## src/hdl/rjsc_pkg.sv

```systemverilog
// shared types and constants of the row jitter shift corrector
package rjsc_pkg;

    localparam int MAX_WIDTH   = 4096;
    localparam int SAMPLE_BITS = 16;
    localparam int PIX_BITS    = 3 * SAMPLE_BITS;
    localparam int COL_BITS    = $clog2(MAX_WIDTH);
    localparam int WIDTH_BITS  = COL_BITS + 1;
    localparam int ADDR_BITS   = COL_BITS + 1;
    localparam int JIT_BITS    = 11;
    localparam int SYNC_BITS   = 6;
    localparam int SHIFT_BITS  = JIT_BITS + 1;
    localparam int CFG_DATA_BITS = 16;
    localparam int CFG_IDX_BITS  = 3;

    localparam int QUEUE_DEPTH = 4;
    localparam int QPTR_BITS   = $clog2(QUEUE_DEPTH);
    localparam int QCNT_BITS   = QPTR_BITS + 1;

    // register indexes
    localparam logic [CFG_IDX_BITS-1:0] REG_ROW_WIDTH   = 3'd0;
    localparam logic [CFG_IDX_BITS-1:0] REG_MAX_JITTER  = 3'd1;
    localparam logic [CFG_IDX_BITS-1:0] REG_SYNC_WIDTH  = 3'd2;
    localparam logic [CFG_IDX_BITS-1:0] REG_THRESHOLD   = 3'd3;
    localparam logic [CFG_IDX_BITS-1:0] REG_CHECK_ALL   = 3'd4;
    localparam logic [CFG_IDX_BITS-1:0] REG_CHROMA_FILL = 3'd5;

    // reset values of the registers
    localparam logic [WIDTH_BITS-1:0]  RST_ROW_WIDTH   = 13'd1920;
    localparam logic [JIT_BITS-1:0]    RST_MAX_JITTER  = 11'd40;
    localparam logic [SYNC_BITS-1:0]   RST_SYNC_WIDTH  = 6'd20;
    localparam logic [SAMPLE_BITS-1:0] RST_THRESHOLD   = 16'd20;
    localparam logic [SAMPLE_BITS-1:0] RST_CHROMA_FILL = 16'd127;

    typedef struct packed {
        logic [WIDTH_BITS-1:0]  row_width;
        logic [JIT_BITS-1:0]    max_jitter;
        logic [SYNC_BITS-1:0]   sync_width;
        logic [SAMPLE_BITS-1:0] threshold;
        logic                   check_all_planes;
        logic [SAMPLE_BITS-1:0] chroma_fill;
    } cfg_t;

    // per-item result control decided by the front part
    typedef struct packed {
        logic px_valid;
        logic from_store;
        logic last;
    } res_ctrl_t;

    typedef struct packed {
        res_ctrl_t           ctrl;
        logic [PIX_BITS-1:0] pix;
    } q_entry_t;

endpackage

```

## src/hdl/rjsc_back.sv

```systemverilog
// back part: tail fill selection and output register
module rjsc_back
(
    input  logic                             clk,
    input  logic                             rst_n,
    input  rjsc_pkg::q_entry_t               head,
    input  logic                             not_empty,
    output logic                             pop,
    input  logic [rjsc_pkg::SAMPLE_BITS-1:0] chroma_fill,
    output logic                             result_valid,
    input  logic                             result_ready,
    output logic                             out_valid,
    output logic [rjsc_pkg::SAMPLE_BITS-1:0] plane0_out,
    output logic [rjsc_pkg::SAMPLE_BITS-1:0] plane1_out,
    output logic [rjsc_pkg::SAMPLE_BITS-1:0] plane2_out,
    output logic                             out_last
);
    import rjsc_pkg::*;

    logic                   result_valid_reg;
    logic                   out_valid_reg, out_valid_next;
    logic                   out_last_reg, out_last_next;
    logic [SAMPLE_BITS-1:0] p0_reg, p1_reg, p2_reg;
    logic [SAMPLE_BITS-1:0] p0_next, p1_next, p2_next;

    // take the next entry when the output register is free or moving
    assign pop = not_empty && (!result_valid_reg || result_ready);

    // stored pixel, tail fill, or an empty slot
    always_comb
    begin
        out_valid_next = head.ctrl.px_valid;
        out_last_next  = head.ctrl.px_valid && head.ctrl.last;
        p0_next        = '0;
        p1_next        = '0;
        p2_next        = '0;
        if (head.ctrl.px_valid)
        begin
            if (head.ctrl.from_store)
            begin
                p0_next = head.pix[0 +: SAMPLE_BITS];
                p1_next = head.pix[SAMPLE_BITS +: SAMPLE_BITS];
                p2_next = head.pix[2*SAMPLE_BITS +: SAMPLE_BITS];
            end
            else
            begin
                p1_next = chroma_fill;
                p2_next = chroma_fill;
            end
        end
    end

    always_ff @(posedge clk or negedge rst_n)
    begin
        if (!rst_n)
        begin
            result_valid_reg <= 1'b0;
        end
        else if (pop)
        begin
            result_valid_reg <= 1'b1;
        end
        else if (result_ready)
        begin
            result_valid_reg <= 1'b0;
        end
    end

    always_ff @(posedge clk)
    begin
        if (pop)
        begin
            out_valid_reg <= out_valid_next;
            out_last_reg  <= out_last_next;
            p0_reg        <= p0_next;
            p1_reg        <= p1_next;
            p2_reg        <= p2_next;
        end
    end

    assign result_valid = result_valid_reg;
    assign out_valid    = out_valid_reg;
    assign out_last     = out_last_reg;
    assign plane0_out   = p0_reg;
    assign plane1_out   = p1_reg;
    assign plane2_out   = p2_reg;

    // checks
    a_last_has_pixel: assert property (@(posedge clk) disable iff (!rst_n)
        result_valid_reg && out_last_reg |-> out_valid_reg)
        else $error("row end flagged on an empty slot");

    a_empty_is_zero: assert property (@(posedge clk) disable iff (!rst_n)
        result_valid_reg && !out_valid_reg |->
            p0_reg == '0 && p1_reg == '0 && p2_reg == '0)
        else $error("empty slot carries sample data");

endmodule

```

## config.mk

```make
export PLATFORM = sky130hd
export DESIGN_NAME = rjsc_back
export DESIGN_NICKNAME = d
export VERILOG_FILES = /design/src/hdl/rjsc_pkg.sv /design/src/hdl/rjsc_back.sv
export SDC_FILE = /design/constraint.sdc
export NUM_CORES = 1
export LEC_CHECK = 0
export BUFFER_PORTS_ARGS = -buffer_cell sky130_fd_sc_hd__buf_2
export CORE_UTILIZATION = 45
export DETAILED_ROUTE_END_ITERATION = 6
export HOLD_SLACK_MARGIN = 0.15
export PLACE_DENSITY = 0.9
export REMOVE_ABC_BUFFERS = 1
export SETUP_SLACK_MARGIN = 0.3
export SYNTH_ARGS = -nofsm -noshare
export SYNTH_HDL_FRONTEND = slang
export SYNTH_SLANG_ARGS = --single-unit
export TNS_END_PERCENT = 20
```

## constraint.sdc

```tcl
create_clock -name clk -period 2.2 [get_ports clk]
set_input_delay 0.33 -clock clk [delete_from_list [all_inputs] [get_ports clk]]
set_output_delay 0.33 -clock clk [all_outputs]
set_load 0.02 [all_outputs]
```

==> metrics.txt <==
status completed; n_diodes 0; mux cell area share after synthesis 0%; Post-CTS Setup Inserts 0; sw frac 24.6%; PortBufs 122; total track usage 17.2%; CTS tree built; Yosys Warn Count 0; RSZ-0062 raised after global routing false; Worst IR Drop VDD 0.000236 V; Synth area leaders edfxtp_1 (63%), a21boi_2 (10%), nand2b_4 (6.4%), nand2_1 (5.1%), and3_1 (4.2%); clock-pin transition on the worst setup and hold timing paths 0.08 ns; Max Clk Rate 581 MHz; post-synthesis xor/xnor area fraction 0%; worst path required time 1.87 ns; Compound-Gate Fraction of Synth Area 13.6%; final hold viol count 0; max_slew headroom 55.5%; Final period util 78.3%; Clk Latency, worst-skew pair 0.29 ns; gate count of the mapped netlist 163; clock buffer count from CTS 5; sequential area share after synthesis 64.3%; first-pass GRT wire length 7100 µm; Clock Skews 0.00452 ns; Root Buffer clkbuf_8; pin count of the biggest net entering global routing 51; share of layout cells above drive strength 1 57.9%; Placed Area 3020 µm²; Final Cell Area 3120 µm²; GRT overflow 0; post-DR wirelength/cell 13.4 µm; mean post-synth cell area 14.6 µm²; Internal 1.51 mW; Leakage 1.44 nW; die area 5570 µm²; Psw 0.492 mW; Worst Path Max Fanout 13; Period minus WS final 1.72 ns; residual DRC count 0; H-tree depth 2; clock tree buffer depth 2; combinational fraction of design power 17.6%; Setup violations, final 0; Setup Crit Path Kind reg2out; Final Routed Wirelength 4770 µm; antenna-violating nets left 0; Adder-Cell Fraction of Synth Area 0%; IO Pins 123; Tightest Pin Transition 0.667 ns; MaxCap Viol Count 0; Area Overhead vs Synth 31.3%; Worst Path Arrival 1.39 ns; RD Place Congestion 0.704; number of global-route vias before repair 1547; detailed-placement wirelength estimate 3470 µm; Netlist cell types 14; Util after Layout 61.0%; Critical Path End Type primary output; antenna violations before repair 0; initial core utilization 46.4%; Power Dens Cells 642 nW/µm²; Sequential Power Share 57.3%; hold crit path type in2reg; # fillers 425; Via density 4.69; pins over their slew limit 0; Die Ht 74.6 µm; Yosys top cell by area edfxtp_1; Synth Area in Simple Gates 18.0%; total core area 5110 µm²; FF+latch count, synth 51; mapped cell area 2370 µm²; Worst setup SP type flop; vias 1666; router iterations before antenna repair 4; Die X 74.6 µm; Initial DRC Count 78; clock sink count 51; post-synth top area share 63.3%; largest family of logic cells by synthesized area simple AND/OR/NAND/NOR gates; Layout Nets 355; setup_tns 0 ns; Cell Rows 26; proportion of power drawn by the clock network 25.1%
synthesized netlist by cell type (all sizes together):
cell and instances:
nand2 32, dfrtp 1, a21boi 32, buf 9
nand2b 18, clkbuf 3, edfxtp 50, and2 2
and3 16
layer usage:
metal  part of all wire [%]  global-route usage, %  wire (µm)  vias to the layer above
met2                     53                   30.9       2520                       72
met3                    5.7                   4.20        270                        6
met4                    1.3                   6.92         60                        0
li1                       -                      -          -                      818
met1                     40                   19.5       1920                      770
met5                      0                      0          0                        -
placed cells by master (no fill, tap or decap), types with 2 or more instances in the layout:
cell type,instances
buf_2,122
edfxtp_1,50
nand2_1,32
a21boi_2,22
and3_1,16
nand2b_4,11
a21boi_1,10
nand2b_1,7
clkbuf_8,5
clkbuf_1,2
buf_12,2
cell type report:
cell class / instances / area (µm²) / area share [%]
Multi-Input combinational cell: 100 / 752 / 24.1
Timing Repair Buffer: 126 / 668 / 21.4
Clock inverter: 1 / 5.00 / 0.161
Sequential cell: 51 / 1530 / 49.0
Tap cell: 70 / 87.6 / 2.81
Clock buffer: 7 / 76.3 / 2.45
worst max-delay path, cell delays in order, from the launching register on:
cell	delay [ns]
dfrtp_1	0.38
nand2b_1	0.09
and2_2	0.39
buf_2	0.24
final timing paths:
| check | from | cells after the start | slack, ns | end |
|---|---|---|---|---|
| worst max register to register | result_valid | 3 | 0.79 | plane2_out[9] |
| max in group asynchronous | rst_n | 2 | 1.79 | result_valid |
| worst min register to register | result_valid | 2 | 0.52 | result_valid |
| worst min-delay path | not_empty | 2 | 0.24 | result_valid |
| min in group asynchronous | rst_n | 2 | 0.32 | result_valid |
| worst max-delay path | result_valid | 3 | 0.48 | pop |
logic make-up (layout without fill, tap and decap cells):
logic type	Yosys count	in the layout
buffers and inverters	12	134
and+or+nand+nor	68	68
DFF	51	51
AOI/OAI and AO/OA	32	32
metrics by stage:
stage | cells | hold slack [ns] | power (mW) | worst slack (ns)
final | 355 | 0.238 | 2.00 | 0.478
after global routing | 355 | 0.241 | 2.08 | 0.384
after CTS | 355 | 0.242 | 2.02 | 0.450
after detailed placement | 346 | 0.110 | 1.52 | 0.717
after global placement | 346 | 0.105 | 1.51 | 0.730
after floorplan | 151 | 0.0344 | 1.35 | -0.107
what timing repair did:
action | in CTS | in global routing
hold buffers | 1 | 0
hold endpoints to repair | 1 | 0
endpoints found under the setup margin | 0 | 0
resized for setup | 0 | 0
power by group through the flow:
stage | Clock, mW | Combinational, mW | Sequential [mW]
6_report | 0.502 | 0.352 | 1.15
5_1_grt | 0.548 | 0.383 | 1.15
4_1_cts | 0.516 | 0.356 | 1.15
3_5_place_dp | 0 | 0.354 | 1.17
3_3_place_gp | 0 | 0.343 | 1.17
2_1_floorplan | 0 | 0.107 | 1.25
No activity file was read; power rests on OpenSTA's default activity.
