### src/hdl/rjsc_pkg.sv
// shared types and constants of the row jitter shift corrector
package rjsc_pkg;

    localparam int MAX_WIDTH   = 4096;
    localparam int SAMPLE_BITS = 16;
    localparam int PIX_BITS    = 3 * SAMPLE_BITS;
    localparam int COL_BITS    = $clog2(MAX_WIDTH);
    localparam int WIDTH_BITS  = COL_BITS + 1;
    localparam int ADDR_BITS   = COL_BITS + 1;
    localparam int JIT_BITS    = 11;
    localparam int SYNC_BITS   = 6;
    localparam int SHIFT_BITS  = JIT_BITS + 1;
    localparam int CFG_DATA_BITS = 16;
    localparam int CFG_IDX_BITS  = 3;

    localparam int QUEUE_DEPTH = 4;
    localparam int QPTR_BITS   = $clog2(QUEUE_DEPTH);
    localparam int QCNT_BITS   = QPTR_BITS + 1;

    // register indexes
    localparam logic [CFG_IDX_BITS-1:0] REG_ROW_WIDTH   = 3'd0;
    localparam logic [CFG_IDX_BITS-1:0] REG_MAX_JITTER  = 3'd1;
    localparam logic [CFG_IDX_BITS-1:0] REG_SYNC_WIDTH  = 3'd2;
    localparam logic [CFG_IDX_BITS-1:0] REG_THRESHOLD   = 3'd3;
    localparam logic [CFG_IDX_BITS-1:0] REG_CHECK_ALL   = 3'd4;
    localparam logic [CFG_IDX_BITS-1:0] REG_CHROMA_FILL = 3'd5;

    // reset values of the registers
    localparam logic [WIDTH_BITS-1:0]  RST_ROW_WIDTH   = 13'd1920;
    localparam logic [JIT_BITS-1:0]    RST_MAX_JITTER  = 11'd40;
    localparam logic [SYNC_BITS-1:0]   RST_SYNC_WIDTH  = 6'd20;
    localparam logic [SAMPLE_BITS-1:0] RST_THRESHOLD   = 16'd20;
    localparam logic [SAMPLE_BITS-1:0] RST_CHROMA_FILL = 16'd127;

    typedef struct packed {
        logic [WIDTH_BITS-1:0]  row_width;
        logic [JIT_BITS-1:0]    max_jitter;
        logic [SYNC_BITS-1:0]   sync_width;
        logic [SAMPLE_BITS-1:0] threshold;
        logic                   check_all_planes;
        logic [SAMPLE_BITS-1:0] chroma_fill;
    } cfg_t;

    // per-item result control decided by the front part
    typedef struct packed {
        logic px_valid;
        logic from_store;
        logic last;
    } res_ctrl_t;

    typedef struct packed {
        res_ctrl_t           ctrl;
        logic [PIX_BITS-1:0] pix;
    } q_entry_t;

endpackage

### src/hdl/rjsc_queue.sv
// short queue between front and back parts
module rjsc_queue
(
    input  logic                           clk,
    input  logic                           rst_n,
    input  logic                           push,
    input  rjsc_pkg::q_entry_t             push_entry,
    input  logic                           pop,
    output rjsc_pkg::q_entry_t             head,
    output logic                           not_empty,
    output logic [rjsc_pkg::QCNT_BITS-1:0] count
);
    import rjsc_pkg::*;

    q_entry_t             slot_reg [QUEUE_DEPTH];
    logic [QPTR_BITS-1:0] wr_ptr_reg, rd_ptr_reg;
    logic [QCNT_BITS-1:0] count_reg, count_next;

    assign head      = slot_reg[rd_ptr_reg];
    assign not_empty = (count_reg != '0);
    assign count     = count_reg;

    always_comb
    begin
        count_next = count_reg + QCNT_BITS'(push) - QCNT_BITS'(pop);
    end

    // pointers and fill level
    always_ff @(posedge clk or negedge rst_n)
    begin
        if (!rst_n)
        begin
            wr_ptr_reg <= '0;
            rd_ptr_reg <= '0;
            count_reg  <= '0;
        end
        else
        begin
            if (push)
            begin
                wr_ptr_reg <= wr_ptr_reg + QPTR_BITS'(1);
            end
            if (pop)
            begin
                rd_ptr_reg <= rd_ptr_reg + QPTR_BITS'(1);
            end
            count_reg <= count_next;
        end
    end

    // entry storage
    always_ff @(posedge clk)
    begin
        if (push)
        begin
            slot_reg[wr_ptr_reg] <= push_entry;
        end
    end

    // checks
    a_no_overflow: assert property (@(posedge clk) disable iff (!rst_n)
        push && !pop |-> count_reg < QCNT_BITS'(QUEUE_DEPTH))
        else $error("queue overflow");

    a_no_underflow: assert property (@(posedge clk) disable iff (!rst_n)
        pop |-> count_reg != '0)
        else $error("queue underflow");

endmodule

### config.mk
export PLATFORM = sky130hd
export DESIGN_NAME = rjsc_queue
export DESIGN_NICKNAME = d
export VERILOG_FILES = /design/src/hdl/rjsc_pkg.sv /design/src/hdl/rjsc_queue.sv
export SDC_FILE = /design/constraint.sdc
export NUM_CORES = 1
export LEC_CHECK = 0
export CAP_MARGIN = 20
export CORE_UTILIZATION = 60
export CTS_BUF_LIST = sky130_fd_sc_hd__clkbuf_4 sky130_fd_sc_hd__clkbuf_8
export DETAILED_ROUTE_END_ITERATION = 16
export DONT_BUFFER_PORTS = 1
export PLACE_DENSITY = 0.76
export SLEW_MARGIN = 0
export SYNTH_ARGS = -nofsm -noshare
export SYNTH_HDL_FRONTEND = slang
export SYNTH_SLANG_ARGS = --single-unit
### constraint.sdc
create_clock -name clk -period 3 [get_ports clk]
set_input_delay 0.6 -clock clk [delete_from_list [all_inputs] [get_ports clk]]
set_output_delay 0.6 -clock clk [all_outputs]
set_load 0.03 [all_outputs]
==> impl_results.md, run 1 <==
* Async SR Flop Fraction at 3.318%
* Die Span Y at 116.1 µm
* H-tree Lvls at 1
* Area Overhead vs Synth at 10.51%
* Ys flop type: edfxtp_1
* Antenna violations before repair at 0
* Syn avg cell area at 26.02 µm²
* Largest net degree at the start of global routing at 36
* Yosys cell types at 17
* Reg-to-Reg Start: wr_ptr_reg[1]$_DFFE_PN0P_
* CP max-delay cell: dfrtp_4
* Num ports at 110
* Max_slew headroom at 54.82%
* Placed cell areas at 8019 µm²
* Layout cell share with drive strength beyond 1 at 32.39%
* Latest clock arrival within the worst-skew pair at 0.53 ns
* Share of power burned in combinational logic at 30.6%
* CP endpoint kind: primary output
* Gpl congestion at 0.6750
* RSZ-0062 raised after global routing: false
* First DRT Iteration DRCs at 192
* Post-Syn Area at 7806 µm²
* Drt pass-1 iters at 4
* Crit path buf inv count at 1
* Ant diodes at 0
* Setup crit start kind: register
* Met2 Use GR at 31.98%
* Skew final at 0.01060 ns
* Critical path startpoint: rd_ptr_reg[0]$_DFFE_PN0P_
* Peak fanout along the critical path at 18
* Clock Path Buffers at 3
* Crit path kind: register to primary output
* Initial Utilization at 61.61%
* Chip width at 116.1 µm
* Port buffer count at 0
* Status: completed
* Syn Inst Count at 300
* Tot GR Track Use at 18.86%
* Share of power burned in registers at 46.0%
* Synth Register Bits at 211
* Die area at 13470 µm²
* Dpl cells at 472
* Final setup TNS at 0 ns
* Worst-path clk slew at 0.06 ns
* Clk sinks at 211
* Post-synth top area share at 78.47%
* Most common cell in the synthesized netlist: edfxtp_1
* Met1 GRT Util at 22.86%
* Reg-to-Reg End: slot_reg[1][13]$_DFFE_PP_
* WP data arrival at 2.14 ns
* Placed wire-length estimate at 7.263 mm
* Total power draw at 0.009087 W
* Vias per inst at 5.865
* Core Region at 12670 µm²
* Fin crit period at 2.741 ns
* Synth cell count leaders: 204 x edfxtp_1, 48 x mux4_2, 7 x dfrtp_1, 6 x ha_1, 6 x inv_1
* Max FFs per register at 204
* Average wire per standard cell at 23.52 µm
* # setup viols final at 0
* R2R depth at 4
* Worst Hold Depth at 0
* Max Fclk at 364.8 MHz
* Largest vdd supply drop at 0.0007265 V
* Antenna-violating nets left at 0
* Number of buffers created by CTS at 31
* Register area share after synthesis at 80.72%
* Root Buffer: clkbuf_8
* GRT Max-Usage Layer: met2
* Grt met3 use at 6.224%
* Worst Max-Slew Pin Slew at 0.6777 ns
* Yosys top cell by area: edfxtp_1
* Yosys Warn Count at 0
* Top cells by area, synth: edfxtp_1 78%, mux4_2 14%, dfrtp_1 2.2%
* Hold EP: slot_reg[3][50]$_DFFE_PP_
* Max Cap Viol at 0
* Tcrit/Tclk final at 91.38%
* Leak at 2.803 nW
* Sw Ratio at 33.81%
* Post-Syn Nets at 362
* CP delay by family, top: flip-flops
* Clock Power Share at 23.4%
* Routed wire length at 12.32 mm
* Worst hold path class: input pin to register
* CP peak stage delay at 0.66 ns
* Final Max Tran Viols at 0
* DRC errors left at 0
* Worst path cell trace: buf_4, mux4_2
* Worst R2R Setup Slack at 1.18 ns
* Req. time, crit path at 2.40 ns
* Hold Vio Cnt, Final at 0
* Power Internal at 0.006015 W
* Gr ovfl total at 0
* Floorplan row count at 41
* Finished Layout Cells at 524
* Via count at 3073
* Clock tree from TritonCTS: yes
* Hold_ws at 0.1562 ns
* Post-synth EDFFs at 204
* Sw power at 0.003072 W
* Hold wc startpoint: push_entry[50]
* First-pass GRT wire length at 18.04 mm
* PD cells at 1053 nW/µm²
* Final instance area at 8627 µm²
* Vias in the first global route at 3328
* Total Nets Final at 397
timing repair:
action / CTS / global route
endpoints found under the setup margin: 16 / 0
hold endpoints to repair: 7 / 0
buffers inserted: 1 / 0
hold buffers: 1 / 0
resized for setup: 0 / 0
cell families (layout without fill, tap and decap cells):
logic type | count (synthesis) | count (layout) | share of synthesized area [%]
multiplexers | 51 | 51 | 14.86
AND/OR/NAND/NOR | 7 | 7 | 0.4969
adder cells (fa/ha/maj) | 7 | 7 | 1.218
buffers and inverters | 18 | 70 | 2.084
flip-flops | 211 | 211 | 80.72
XOR/XNOR | 5 | 5 | 0.5611
AO/OA/AOI/OAI | 1 | 1 | 0.06405
how the worst max path moves through the flow:
stage | end | slack [ns] | cells past startpoint
finish | head[20] | 0.26 | 2
global route | head[16] | 0.15 | 2
CTS | head[20] | 0.19 | 2
floorplan | slot_reg[2][0]$_DFFE_PP_ | 0.75 | 3
global placement | head[20] | 0.55 | 2
detailed placement | head[20] | 0.52 | 2
per-stage QoR:
stage / worst slack, ns / utilization [%]
finish: 0.2585 / 68.09
global route: 0.1463 / 68.09
CTS: 0.1926 / 68.09
detailed placement: 0.5231 / 63.29
global placement: 0.5471 / 63.29
floorplan: 0.7512 / -
final cells by class:
cell class              count  area (µm²)
flip-flops and latches    211        6306
fillers                   769        4044
multi-input cells          71        1348
clock buffers              44       524.3
well taps                 172       215.2
repair buffers             14       157.7
clock inverters             6       53.80
inverters                   6       22.52
power by group through the flow:
stage,clock network [W],registers (W),logic (W)
final,0.00213,0.00418,0.00278
after floorplan,0,0.00407,0.00256
after CTS,0.00218,0.00420,0.00284
after detailed placement,0,0.00431,0.00273
after global routing,0.00228,0.00424,0.00293
after global placement,0,0.00427,0.00269
routing by layer:
layer  routed length (µm)  vias to the layer above
li1                     -                     1340
met1                 4783                     1605
met2                 6398                      102
met3                  860                       26
met4                  280                        0
met5                    0                        -
worst reg2reg max path: cells and delay by family (launching register included):
family	cells	cell delay [ns]
buffers and inverters	2	0.52
DFF	1	0.40
and+or+nand+nor	1	0.42
adders and majority gates	1	0.14
layout by cell type, fill, tap and decap left out:
cell type and n:
dfrtp_1 5, and2_2 4, clkinv_2 1, mux4_2 48, inv_1 6, clkbuf_4 13
clkinv_1 3, fa_1 1, xnor2_1 2, dfrtp_4 1, nand2_1 2, clkbuf_8 31
mux4_1 3, ha_1 6, buf_4 9, or3_1 1, xor2_1 3, bufinv_16 1
dfrtp_2 1, edfxtp_1 204, dlygate4sd3_1 1, buf_12 4, clkinvlp_4 1, o21ai_0 1
No activity file was read; power rests on OpenSTA's default activity.
==> inputs of run 2 (changes only) <==
==> constraint.sdc (replaced) <==
create_clock -name clk -period 3 [get_ports clk]
set_input_delay 0.9 -clock clk [delete_from_list [all_inputs] [get_ports clk]]
set_output_delay 0.9 -clock clk [all_outputs]
set_load 0.03 [all_outputs]
==> impl_results.md, run 2 (synthesis results as in run 1) <==
* DRC errors left at 0
* Die area at 13470 µm²
* Largest net degree at the start of global routing at 35
* Most common cell after layout, fill and taps aside: edfxtp_1
* Layout cell share with drive strength beyond 1 at 33.97%
* First DRT Iteration DRCs at 165
* H-tree Lvls at 2
* Max Fclk at 352.5 MHz
* Routed wire length at 12.41 mm
* Core Region at 12670 µm²
* Drt pass-1 iters at 4
* Skew final at 0.01337 ns
* Port buffer count at 0
* Status: completed
* Most frequent cells in the layout: 204 x edfxtp_1, 48 x mux4_2, 36 x clkbuf_8, 15 x buf_4, 14 x clkbuf_4
* Total Nets Final at 405
* Critical path startpoint: rd_ptr_reg[0]$_DFFE_PN0P_
* Tot GR Track Use at 19.78%
* Routed metal-1 wirelength at 4.727 mm
* R2R depth at 4
* Final instance area at 8726 µm²
* Antenna-violating nets left at 0
* Initial Utilization at 61.61%
* Root Buffer: clkbuf_8
* Die Span Y at 116.1 µm
* Placed cell areas at 8026 µm²
* Area Overhead vs Synth at 11.78%
* Crit path kind: register to primary output
* Worst path cell trace: buf_4, mux4_1
* Chip width at 116.1 µm
* Leak at 2.862 nW
* Tcrit/Tclk final at 94.57%
* Setup crit start kind: register
* Vias in the first global route at 3421
* Largest vdd supply drop at 0.0006501 V
* Max_slew headroom at 60.66%
* Worst-path clk slew at 0.06 ns
* Num ports at 110
* Clk sinks at 211
* Peak fanout along the critical path at 11
* Placed wire-length estimate at 7.462 mm
* Met2 wire length at 6.338 mm
* Average wire per standard cell at 23.11 µm
* Worst R2R Setup Slack at 1.21 ns
* Max Used Layer: met4
* CP Capture Point: head[0]
* Final Max Tran Viols at 0
* WP data arrival at 1.94 ns
* Clock tree from TritonCTS: yes
* Final setup TNS at 0 ns
* Reg-to-Reg Start: wr_ptr_reg[0]$_DFFE_PN0P_
* Worst hold path class: input pin to async pin
* Gr ovfl total at 0
* Ant diodes at 0
* Gpl congestion at 0.6601
* DR WL met3 at 1.060 mm
* Latest clock arrival within the worst-skew pair at 0.51 ns
* CP max-delay cell: mux4_1
* RSZ-0062 raised after global routing: false
* Req. time, crit path at 2.10 ns
* CP endpoint kind: primary output
* # setup viols final at 0
* PD cells at 1064 nW/µm²
* Hold_ws at 0.09584 ns
* Clock Path Buffers at 3
* Antenna violations before repair at 0
* CP peak stage delay at 0.73 ns
* Max Cap Viol at 0
* Hold Vio Cnt, Final at 0
* Vias per inst at 5.780
* Floorplan row count at 41
* Max FFs per register at 204
* Total power draw at 0.009280 W
* Via count at 3104
* First-pass GRT wire length at 18.62 mm
* Resize count post-CTS at 0
* Reg-to-Reg End: slot_reg[0][25]$_DFFE_PP_
* Fin crit period at 2.837 ns
* Number of buffers created by CTS at 34
* Worst Max-Slew Pin Slew at 0.5901 ns
run 2: worst min-delay path by stage:
stage                           endpoint  slack (ns)  cells after the start
3_3_place_gp   wr_ptr_reg[0]$_DFFE_PN0P_        0.52                      1
4_1_cts        wr_ptr_reg[0]$_DFFE_PN0P_        0.07                      0
5_1_grt        wr_ptr_reg[0]$_DFFE_PN0P_        0.07                      0
2_1_floorplan  wr_ptr_reg[0]$_DFFE_PN0P_        0.49                      1
6_report       wr_ptr_reg[0]$_DFFE_PN0P_         0.1                      0
3_5_place_dp   wr_ptr_reg[0]$_DFFE_PN0P_        0.53                      1
run 2: critical path: cells and delay by family (launching register included):
family | cells | cell delay (ns)
mux | 1 | 0.73
buf+inv | 1 | 0.16
flops | 1 | 0.55
run 2: layout make-up:
class                      count  area (µm²)
timing repair buffer          19       200.2
sequential                   211        6306
tap                          172       215.2
clock inverter                 8       33.78
inverter                       6       22.52
fill                         759        3945
multi-input combinational     71        1348
clock buffer                  50       600.6
run 2: power by group:
group / switching (W) / leakage [nW] / internal (W)
Sequential: 0.000254 / 1.95 / 0.00387
Clock: 0.000976 / 0.334 / 0.00127
Combinational: 0.00189 / 0.574 / 0.00101
Total: 0.00312 / 2.86 / 0.00616
run 2: repair_timing:
item	4_1_cts	5_1_grt
endpoints found under the setup margin	33	7
cloned	0	0
endpoints found under the hold margin	0	0
pin swaps	0	0
hold buffers	0	0
setup buffers	1	5
run 2: through the flow:
stage / setup WS, ns / utilization, % / cells
after floorplan: 0.4695 / - / 300
after global placement: 0.3917 / 63.35 / 473
after detailed placement: 0.3875 / 63.35 / 473
after CTS: 0.01919 / 68.57 / 532
after global routing: 0.09219 / 68.87 / 537
final: 0.1629 / 68.87 / 537
run 2: per-layer routing:
metal  global-route usage, %  vias to the layer above
met5                       0                        -
met4                   9.658                        0
met3                   8.002                       25
met2                   31.63                      108
met1                   23.55                     1612
li1                        -                     1359
